<file path="config.mk">
export PLATFORM = sky130hd
export DESIGN_NAME = rsw_div
export DESIGN_NICKNAME = d
export VERILOG_FILES = /design/src/hdl/rsw_pkg.sv /design/src/hdl/rsw_div.sv
export SDC_FILE = /design/constraint.sdc
export NUM_CORES = 1
export LEC_CHECK = 0
export CAP_MARGIN = 5
export CELL_PAD_IN_SITES_DETAIL_PLACEMENT = 1
export CELL_PAD_IN_SITES_GLOBAL_PLACEMENT = 1
export CORE_ASPECT_RATIO = 0.6
export CORE_MARGIN = 8
export CORE_UTILIZATION = 40
export CTS_CLUSTER_DIAMETER = 40
export CTS_CLUSTER_SIZE = 25
export DETAILED_ROUTE_END_ITERATION = 7
export DONT_BUFFER_PORTS = 1
export PLACE_DENSITY_LB_ADDON = 0.1
export SYNTH_ARGS = -nofsm -noshare
export SYNTH_HDL_FRONTEND = slang
export SYNTH_SLANG_ARGS = --single-unit
</file>
<file path="constraint.sdc">
create_clock -name clk -period 11.9 [get_ports clk]
set_input_delay 2.38 -clock clk [delete_from_list [all_inputs] [get_ports clk]]
set_output_delay 2.38 -clock clk [all_outputs]
set_load 0.05 [all_outputs]
</file>
<file path="src/hdl/rsw_pkg.sv">
package rsw_pkg;

    localparam int MAX_TRIANGLES      = 256;
    localparam int MAX_CONTROL_POINTS = 256;
    localparam int FRACTION_BITS      = 32;

    localparam int TRI_AW  = $clog2(MAX_TRIANGLES);
    localparam int PT_AW   = $clog2(MAX_CONTROL_POINTS);
    localparam int CNT_W   = 9;
    localparam int COORD_W = 32;
    localparam int COEF_W  = 64;
    localparam int D_W     = COORD_W + 1;
    localparam int NUM_W   = 2 * COORD_W + 1;
    localparam int DEN_W   = 2 * D_W + 1;
    localparam int QUO_W   = NUM_W + FRACTION_BITS;
    localparam int DCNT_W  = $clog2(QUO_W + 1);
    localparam int MUL_W   = D_W + 1;
    localparam int PROD_W  = 2 * MUL_W;
    localparam int SACC_W  = COEF_W + COORD_W + 2;
    localparam int SIMP_W  = FRACTION_BITS + 1;
    localparam int MIX_W   = SIMP_W + COORD_W + 5;

    localparam int PT_W      = 4 * COORD_W;
    localparam int TRI_ROW_W = 6 * COEF_W + 3 * PT_AW + 1;
    localparam int VA_LSB    = 6 * COEF_W;
    localparam int DEG_BIT   = 6 * COEF_W + 3 * PT_AW;

    localparam int S_DATA_W = 160;
    localparam int S_USER_W = 2;
    localparam int M_DATA_W = 72;
    localparam int HIT_LSB  = 2 * COORD_W;

    localparam logic [1:0] CMD_POINT = 2'd0;
    localparam logic [1:0] CMD_TRI   = 2'd1;
    localparam logic [1:0] CMD_XFORM = 2'd2;

endpackage

</file>
<file path="src/hdl/rsw_div.sv">
module rsw_div (
    input  logic                               clk,
    input  logic                               rst_n,
    input  logic                               start,
    input  logic signed [rsw_pkg::NUM_W-1:0]   num,
    input  logic signed [rsw_pkg::DEN_W-1:0]   den,
    output logic                               done,
    output logic signed [rsw_pkg::COEF_W-1:0]  quo
);
    import rsw_pkg::*;

    localparam logic [QUO_W-1:0] MIN_MAG = QUO_W'(1) << (COEF_W - 1);
    localparam logic signed [COEF_W-1:0] COEF_MAX = {1'b0, {(COEF_W-1){1'b1}}};
    localparam logic signed [COEF_W-1:0] COEF_MIN = ~COEF_MAX;

    logic [QUO_W-1:0]  dvd_reg;
    logic [DEN_W:0]    rem_reg;
    logic [DEN_W-1:0]  dmag_reg;
    logic              neg_reg;
    logic [DCNT_W-1:0] cnt_reg;
    logic              done_reg;

    logic [NUM_W-1:0]  nmag;
    logic [DEN_W-1:0]  dmag;
    logic [DEN_W:0]    rem_sh;
    logic              take;

    assign nmag   = num[NUM_W-1] ? NUM_W'(-num) : NUM_W'(num);
    assign dmag   = den[DEN_W-1] ? DEN_W'(-den) : DEN_W'(den);
    assign rem_sh = {rem_reg[DEN_W-1:0], dvd_reg[QUO_W-1]};
    assign take   = rem_sh >= {1'b0, dmag_reg};

    // one quotient bit per cycle, restoring
    always_ff @(posedge clk or negedge rst_n)
    begin
        if (!rst_n)
        begin
            cnt_reg  <= '0;
            done_reg <= 1'b0;
        end
        else
        begin
            done_reg <= 1'b0;
            if (start)
                cnt_reg <= DCNT_W'(QUO_W);
            else if (cnt_reg != '0)
            begin
                cnt_reg <= cnt_reg - 1'b1;
                if (cnt_reg == DCNT_W'(1))
                    done_reg <= 1'b1;
            end
        end
    end

    always_ff @(posedge clk)
    begin
        if (start)
        begin
            dvd_reg  <= {nmag, {FRACTION_BITS{1'b0}}};
            rem_reg  <= '0;
            dmag_reg <= dmag;
            neg_reg  <= num[NUM_W-1] ^ den[DEN_W-1];
        end
        else if (cnt_reg != '0)
        begin
            rem_reg <= take ? rem_sh - {1'b0, dmag_reg} : rem_sh;
            dvd_reg <= {dvd_reg[QUO_W-2:0], take};
        end
    end

    // sign and saturate to the coefficient width
    always_comb
    begin
        if (neg_reg)
        begin
            if (dvd_reg > MIN_MAG)
                quo = COEF_MIN;
            else
                quo = -$signed(dvd_reg[COEF_W-1:0]);
        end
        else
        begin
            if (dvd_reg >= MIN_MAG)
                quo = COEF_MAX;
            else
                quo = $signed(dvd_reg[COEF_W-1:0]);
        end
    end

    assign done = done_reg;

endmodule

</file>
==> impl_metrics.toml, run 1 <==
[run_status]
outcome = "completed"

[synth]
yosysSeqAreaShare = 0.341
syn_inst = 2255
syn_area_um2 = 18100
async_flop_share = 0.0333
ys_top_cells_by_area = "edfxtp_1 (22%), dfxtp_1 (11%), xnor2_1 (7.3%)"
synth_cell_types = 70
ys.flop_type = "edfxtp_1"
synth_edf_count = 133
synth_area_leader_cell = "edfxtp_1"
yosys_warnings = 0
synthesis.nets = 2463
syn_avg_cell_area_um2 = 8.03
synth_top_cell_area_share = 0.221
ys_ff_latch = 240

[clock_network]
clockRootBuffer = "clkbuf_16"
cts_buffer_depth = 3
cts_setup_buffers = 0
clock_latency_ns = 0.55
cts.sink_count = 240
cts_made_buffers = 38
cts_tree = "built"
cts.reportedPaths.clkPinSlew_ns = 0.06
htree_levels = 2
hold_buffers = 0
cts-resized-gates = 0

[timing]
min_period_over_period = 0.677
tightest_slew_ns = 1.19
setup_violations = 0
drv_slew = 0
setup_slack_ns = 3.84
period_minus_slack_ns = 8.06
fmax_ghz = 0.124
hold_viol_final = 0
relSlewSlack = 0.216
fin_setup_tns_ns = 0
rsz0062_at_grt = "false"
clock_skew_ns = 0.0295

[global_routing]
grt_max_degree = 266
grt_pass1_wl_um = 98600
antenna_found_initial = 0
overflow = 0
track_usage = 0.230
grt_pass1_vias = 16630

[die]
num_rows = 60
dieArea_um2 = 52600
die_h_um = 181
initial_utilization = 0.405
die_w_um = 291
ios = 200
core-area_um2 = 44700

[worst_setup_path]
slowest_delay_ns = 1.04
reg2reg_depth = 14
r2r_setup_slack_ns = 6.52
required_ns = 9.52
path_cells = "or4_4, or4_1, nor4_4, nand4_2, nand4bb_4, o21a_1, nand2b_4, or2_2, o311ai_2"
crit_start = "dvd_reg[17]"
cp.arrival_ns = 5.68
r2r-end = "rem_reg[56]"
path_max_fanout = 52
slowest_stage = "o311ai_2"
start_kind = "flop"
crit_type = "flop to output pin"
worst_setup_path_end_kind = "output pin"
rr_startpoint = "dvd_reg[96]"
path_delay_family = "simple AND/OR/NAND/NOR gates"
path_buf_inv = 0

[detailed_routing]
route.detailed.drc = 0
dr.pass1.iters = 5
via_per_inst = 6.03
drt-total-wl_um = 63000
num_vias = 16864
post_drt_wl_per_cell_um = 22.5
initialDrtViolationCount = 1268
ant_nets = 0

[layout]
largest_reg_flops = 97
layout.nets = 2386
syn_to_final_growth_pct = 10.4
num-fill-cells = 5362
final_common_cell = "nand2_1"
drive_above_1_share = 0.0688
layout_common_cells = "nand2_1 (309), nor2_1 (187), o21ai_0 (175), xnor2_1 (151), a21oi_1 (139)"
n_antenna_cell = 0

[placement]
dpl.hpwl_um = 46800
routabilityCongestion = 0.925
preCtsSetupSlack_ns = 4.45
place.port_buffers = 0

[min_path]
whs_path_depth = 2
hold_path_class = "flop to flop"
min_to = "rem_reg[13]"
min-delay-start = "rem_reg[13]"

[power_and_ir_drop]
power_leakage_nw = 7.50
powerDensity_nw_per_um2 = 128
p_total_mw = 2.55
ir_drop_v = 0.0000820

[flow_run]
max-cap-violations = 0
==> layer usage <==
layer	share of wire	global-route usage	wire length (µm)
met5	0	0	0
met4	0.019	0.0485	1190
met3	0.063	0.0428	3960
met2	0.39	0.320	24700
met1	0.53	0.359	33100
==> power breakdown <==
group	internal [mW]	total (mW)	leakage [nW]	switching [mW]
registers	0.943	0.992	2.27	0.0489
logic	0.136	0.434	4.60	0.298
clock network	0.660	1.12	0.620	0.464
==> layout make-up <==
| class | instances | area [µm²] | share of cell area |
|---|---|---|---|
| Multi-Input combinational cell | 1778 | 11300 | 0.565 |
| Inverter | 107 | 402 | 0.0201 |
| Clock buffer | 41 | 972 | 0.0486 |
| Sequential cell | 240 | 6180 | 0.309 |
| Timing Repair Buffer | 13 | 97.6 | 0.00488 |
| Clock inverter | 29 | 303 | 0.0151 |
| Tap cell | 589 | 737 | 0.0369 |
==> tightest hold or removal path, stage by stage (launching register included) <==
cell     delay (ns)
dfxtp_1        0.32
nand2_1        0.06
a21oi_1        0.05
==> logic make-up after synthesis <==
| family | after synthesis | share of synthesized area |
|---|---|---|
| buffers and inverters | 237 | 0.0513 |
| and+or+nand+nor | 834 | 0.217 |
| adders and majority gates | 73 | 0.0509 |
| xor gates and xnor gates | 202 | 0.0977 |
| DFF | 240 | 0.341 |
| AOI/OAI and AO/OA | 656 | 0.235 |
| muxes | 13 | 0.00753 |
==> synth_stat cells, drive strengths merged (23+ instances only) <==
cell type and count:
xor2 51, a21o 26, xnor2 151, nand2b 23
a21oi 139, nor2 188, nand4 25, a211oi 50
edfxtp 133, nor4 33, o311ai 36, a22o 33
inv 107, dfxtp 99, clkbuf 113, ha 72
or4 23, o21ai 188, nand2 310, or3 41
nor3 98, nand3 28, o31ai 51
==> metrics by stage <==
step	instance area [µm²]	util	instances	hold slack, ns
2_1_floorplan	18100	-	2255	0.445
3_3_place_gp	18700	0.418	2727	0.459
3_5_place_dp	18700	0.418	2727	0.470
4_1_cts	20000	0.447	2797	0.479
5_1_grt	20000	0.447	2797	0.489
6_report	20000	0.447	2797	0.484
==> worst max path at each step <==
stage | end | slack (ns) | cells after the start
global placement | quo[10] | 4.50 | 9
finish | quo[38] | 3.84 | 9
global route | quo[4] | 3.64 | 9
floorplan | quo[10] | 4.69 | 12
detailed placement | quo[36] | 4.45 | 9
CTS | quo[10] | 3.85 | 9
No activity file was read; power rests on OpenSTA's default activity.
==> inputs of run 2 (changes only) <==
- clock period: 11.9 -> 6.8 ns (I/O delays scaled with it)
==> impl_metrics.toml, run 2 (synthesis results as in run 1) <==
[worst_setup_path]
start_kind = "flop"
rr_startpoint = "dvd_reg[96]"
worst_setup_path_end_kind = "output pin"
r2r-end = "rem_reg[66]"
reg2reg_depth = 14
cp_common_cell = "buf_4"
cp.arrival_ns = 4.97
path_delay_family = "simple AND/OR/NAND/NOR gates"
path_cells = "or4_4, or4_1, nor4_4, buf_4, nand4_2, nand4bb_4, o21a_1, nand2b_4, or2_2, o311ai_2, buf_4"
slowest_delay_ns = 0.73
crit_type = "flop to output pin"
required_ns = 5.44
path_buf_inv = 2
path_max_fanout = 34
r2r_setup_slack_ns = 1.51
slowest_stage = "or2_2"

[min_path]
hold_path_class = "input port to asynchronous set/reset pin"

[placement]
routabilityCongestion = 0.923
dpl.hpwl_um = 48400
place.port_buffers = 0

[layout]
layout.nets = 2430
num-fill-cells = 5377
largest_reg_flops = 97
syn_to_final_growth_pct = 11.5
final_common_cell = "nand2_1"
drive_above_1_share = 0.0859
layout_common_cells = "nand2_1 (309), nor2_1 (187), o21ai_0 (175), xnor2_1 (151), a21oi_1 (139)"

[detailed_routing]
num_vias = 17220
route.detailed.drc = 0
dr.pass1.iters = 5
drt-total-wl_um = 64300
via_per_inst = 6.07
ant_nets = 0
initialDrtViolationCount = 1351
post_drt_wl_per_cell_um = 22.7

[global_routing]
grt_max_degree = 266
track_usage = 0.234
grt_pass1_wl_um = 101000
grt_pass1_vias = 16968
antenna_found_initial = 0
overflow = 0

[run_status]
outcome = "completed"

[clock_network]
cts-resized-gates = 0
cts.reportedPaths.clkPinSlew_ns = 0.06
clock_latency_ns = 0.59
htree_levels = 1
cts_setup_buffers = 0
cts_buffer_depth = 3
cts.sink_count = 240
cts_made_buffers = 31
clockRootBuffer = "clkbuf_16"
cts_tree = "built"
hold_buffers = 0

[power_and_ir_drop]
p_sw_mw = 1.41
switching_share = 0.330
sequentialPowerShare = 0.409
ir_drop_v = 0.000193
power.internal_mw = 2.86
powerDensity_nw_per_um2 = 211
power_frac_comb = 0.192
clock_power_share = 0.400
power_leakage_nw = 7.65
p_total_mw = 4.27

[timing]
min_period_over_period = 0.930
relSlewSlack = 0.181
hold_viol_final = 0
fmax_ghz = 0.158
fin_setup_tns_ns = 0
rsz0062_at_grt = "false"
period_minus_slack_ns = 6.33
drv_slew = 0
tightest_slew_ns = 1.20
clock_skew_ns = 0.0132
setup_violations = 0

[die]
ios = 200
die_h_um = 181
initial_utilization = 0.405
core-area_um2 = 44700
die_w_um = 291
num_rows = 60
dieArea_um2 = 52600

[flow_run]
max-cap-violations = 0
[run 2: layout make-up]
class                   count  area [µm²]  share of cell area
well taps                 589         737              0.0365
flip-flops and latches    240        6180               0.306
multi-input cells        1778       11300               0.560
clock buffers              32         779              0.0386
diodes                      1        2.50            0.000124
clock inverters            26         302              0.0149
inverters                 107         402              0.0199
repair buffers             64         480              0.0238
[run 2: metal layers]
metal  global-route usage  up-vias  wire, µm
li1                     -     8178         -
met1                0.364     8528     33100
met2                0.324      442     25500
met3               0.0504       72      4560
met4               0.0437        0      1100
met5                    0        -         0
[run 2: metrics by stage]
stage	cell area [µm²]	hold slack [ns]	utilization	setup slack, ns	instances
6_report	20200	0.455	0.451	0.475	2837
5_1_grt	20200	0.422	0.451	0.265	2836
4_1_cts	20200	0.424	0.451	0.484	2836
3_5_place_dp	19100	0.476	0.427	1.13	2778
3_3_place_gp	19100	0.460	0.427	1.21	2778
2_1_floorplan	18100	0.445	-	0.607	2255
[run 2: how the worst max path moves through the flow]
| stage | from | to | slack (ns) | depth (start not counted) |
|---|---|---|---|---|
| floorplan | dvd_reg[17] | quo[10] | 0.61 | 12 |
| global placement | dvd_reg[17] | quo[4] | 1.21 | 11 |
| detailed placement | dvd_reg[17] | quo[49] | 1.13 | 11 |
| CTS | dvd_reg[17] | quo[49] | 0.48 | 11 |
| global route | dvd_reg[17] | quo[51] | 0.26 | 11 |
| finish | dvd_reg[17] | quo[49] | 0.47 | 11 |
[run 2: power groups by stage]
stage	Clock, mW	Sequential, mW	Combinational, mW
after floorplan	0	1.72	0.617
after global placement	0	1.77	0.796
after detailed placement	0	1.77	0.812
after CTS	1.75	1.74	0.817
after global routing	1.81	1.75	0.884
final	1.70	1.74	0.818
==> inputs of run 3 (changes only) <==
- PLACE_DENSITY: default -> 0.74
- PLACE_DENSITY_LB_ADDON: 0.1 -> default
==> impl_metrics.toml, run 3 (synthesis results as in run 1) <==
[placement]
dpl_cell_area_um2 = 19100
post-place-cells = 2779
dpl.hpwl_um = 49000
routabilityCongestion = 0.963
place.port_buffers = 0

[detailed_routing]
via_per_inst = 6.10
initialDrtViolationCount = 1524
ant_nets = 0
num_vias = 17288
post_drt_wl_per_cell_um = 22.9
drt-total-wl_um = 65000
dr.pass1.iters = 6
route.detailed.drc = 0

[clock_network]
cts_setup_buffers = 0
cts_made_buffers = 30
clockRootBuffer = "clkbuf_16"
cts.reportedPaths.clkPinSlew_ns = 0.07
cts-resized-gates = 0
cts.sink_count = 240
cts_buffer_depth = 3
hold_buffers = 0
htree_levels = 1
cts_tree = "built"
clock_latency_ns = 0.59

[timing]
period_minus_slack_ns = 6.27
hold_slack_ns = 0.459
clock_skew_ns = 0.0283
min_period_over_period = 0.922
tightest_slew_ns = 1.16
relSlewSlack = 0.222
fmax_ghz = 0.160
setup_violations = 0
hold_viol_final = 0
drv_slew = 0
fin_setup_tns_ns = 0
rsz0062_at_grt = "false"

[min_path]
hold_path_class = "input port to asynchronous set/reset pin"

[run_status]
outcome = "completed"

[die]
core-area_um2 = 44700
die_w_um = 291
ios = 200
die_h_um = 181
num_rows = 60
dieArea_um2 = 52600
initial_utilization = 0.405

[global_routing]
track_usage = 0.234
overflow = 0
grt_pass1_vias = 16942
grt_pass1_wl_um = 100000
grt_max_degree = 266
antenna_found_initial = 0

[layout]
largest_reg_flops = 97
layout.nets = 2430
n_antenna_cell = 0
syn_to_final_growth_pct = 11.3
layout_common_cells = "nand2_1 (309), nor2_1 (187), o21ai_0 (175), xnor2_1 (151), a21oi_1 (139)"
final_common_cell = "nand2_1"
drive_above_1_share = 0.0850
fin_cells = 2835
stdcell_area_um2 = 20200

[flow_run]
max-cap-violations = 0

[worst_setup_path]
path_max_fanout = 34
start_kind = "flop"
crit_type = "flop to output pin"
worst_setup_path_end_kind = "output pin"
cp.arrival_ns = 4.91
required_ns = 5.44

[power_and_ir_drop]
ir_drop_v = 0.000186
power_leakage_nw = 7.63
powerDensity_nw_per_um2 = 209
==> run 3: cell types whose count changed in the layout (fill, tap and decap cells not counted), sizes merged <==
cell | before | now
buf | 64 | 65
clkinvlp | 1 | 2
inv | 120 | 117
diode | 1 | 0
bufinv | 1 | 0
clkinv | 11 | 9
clkbuf | 32 | 35
==> run 3: layer usage <==
metal / GRT usage / vias to the layer above / part of all wire
li1: - / 8160 / -
met1: 0.359 / 8581 / 0.51
met2: 0.330 / 478 / 0.40
met3: 0.0546 / 69 / 0.072
met4: 0.0401 / 0 / 0.015
met5: 0 / - / 0
==> run 3: cell type report <==
cell class                 count  area, µm²
multi-input combinational   1778      11300
fill                        5378      24600
clock buffer                  35        822
tap                          589        737
inverter                     107        402
timing repair buffer          65        488
clock inverter                21        224
sequential                   240       6180
==> run 3: power breakdown <==
| part | internal [mW] | switching [mW] |
|---|---|---|
| Combinational | 0.283 | 0.539 |
| Sequential | 1.65 | 0.0983 |
| Clock | 0.907 | 0.744 |
| Total | 2.84 | 1.38 |
==> run 3: worst paths after layout <==
path	from	end	slack (ns)	cells past startpoint
max	dvd_reg[37]	quo[19]	0.53	10
min	rst_n	cnt_reg[4]	0.46	0
max reg2reg	dvd_reg[96]	rem_reg[11]	1.78	15
min reg2reg	rem_reg[13]	rem_reg[13]	0.48	2
max in group asynchronous	rst_n	cnt_reg[6]	6.25	0
min in group clk	rem_reg[13]	rem_reg[13]	0.48	2
==> run 3: critical path, cell delays in order, from the launching register on <==
cell and delay, ns:
edfxtp_1 0.55, nor4_1 0.86, nand3_1 0.26, nor3_1 0.47, nand4_2 0.20, nand4bb_4 0.25, o21a_1 0.20, nand2b_4 0.14
or2_2 0.66, o311ai_2 0.44, buf_4 0.26
==> run 3: metrics by stage <==
| step | setup slack [ns] | util | power [mW] |
|---|---|---|---|
| finish | 0.533 | 0.450 | 4.22 |
| global placement | 1.25 | 0.427 | 2.57 |
| global route | 0.272 | 0.450 | 4.39 |
| detailed placement | 1.16 | 0.427 | 2.59 |
| floorplan | 0.607 | - | 2.34 |
| CTS | 0.529 | 0.450 | 4.26 |
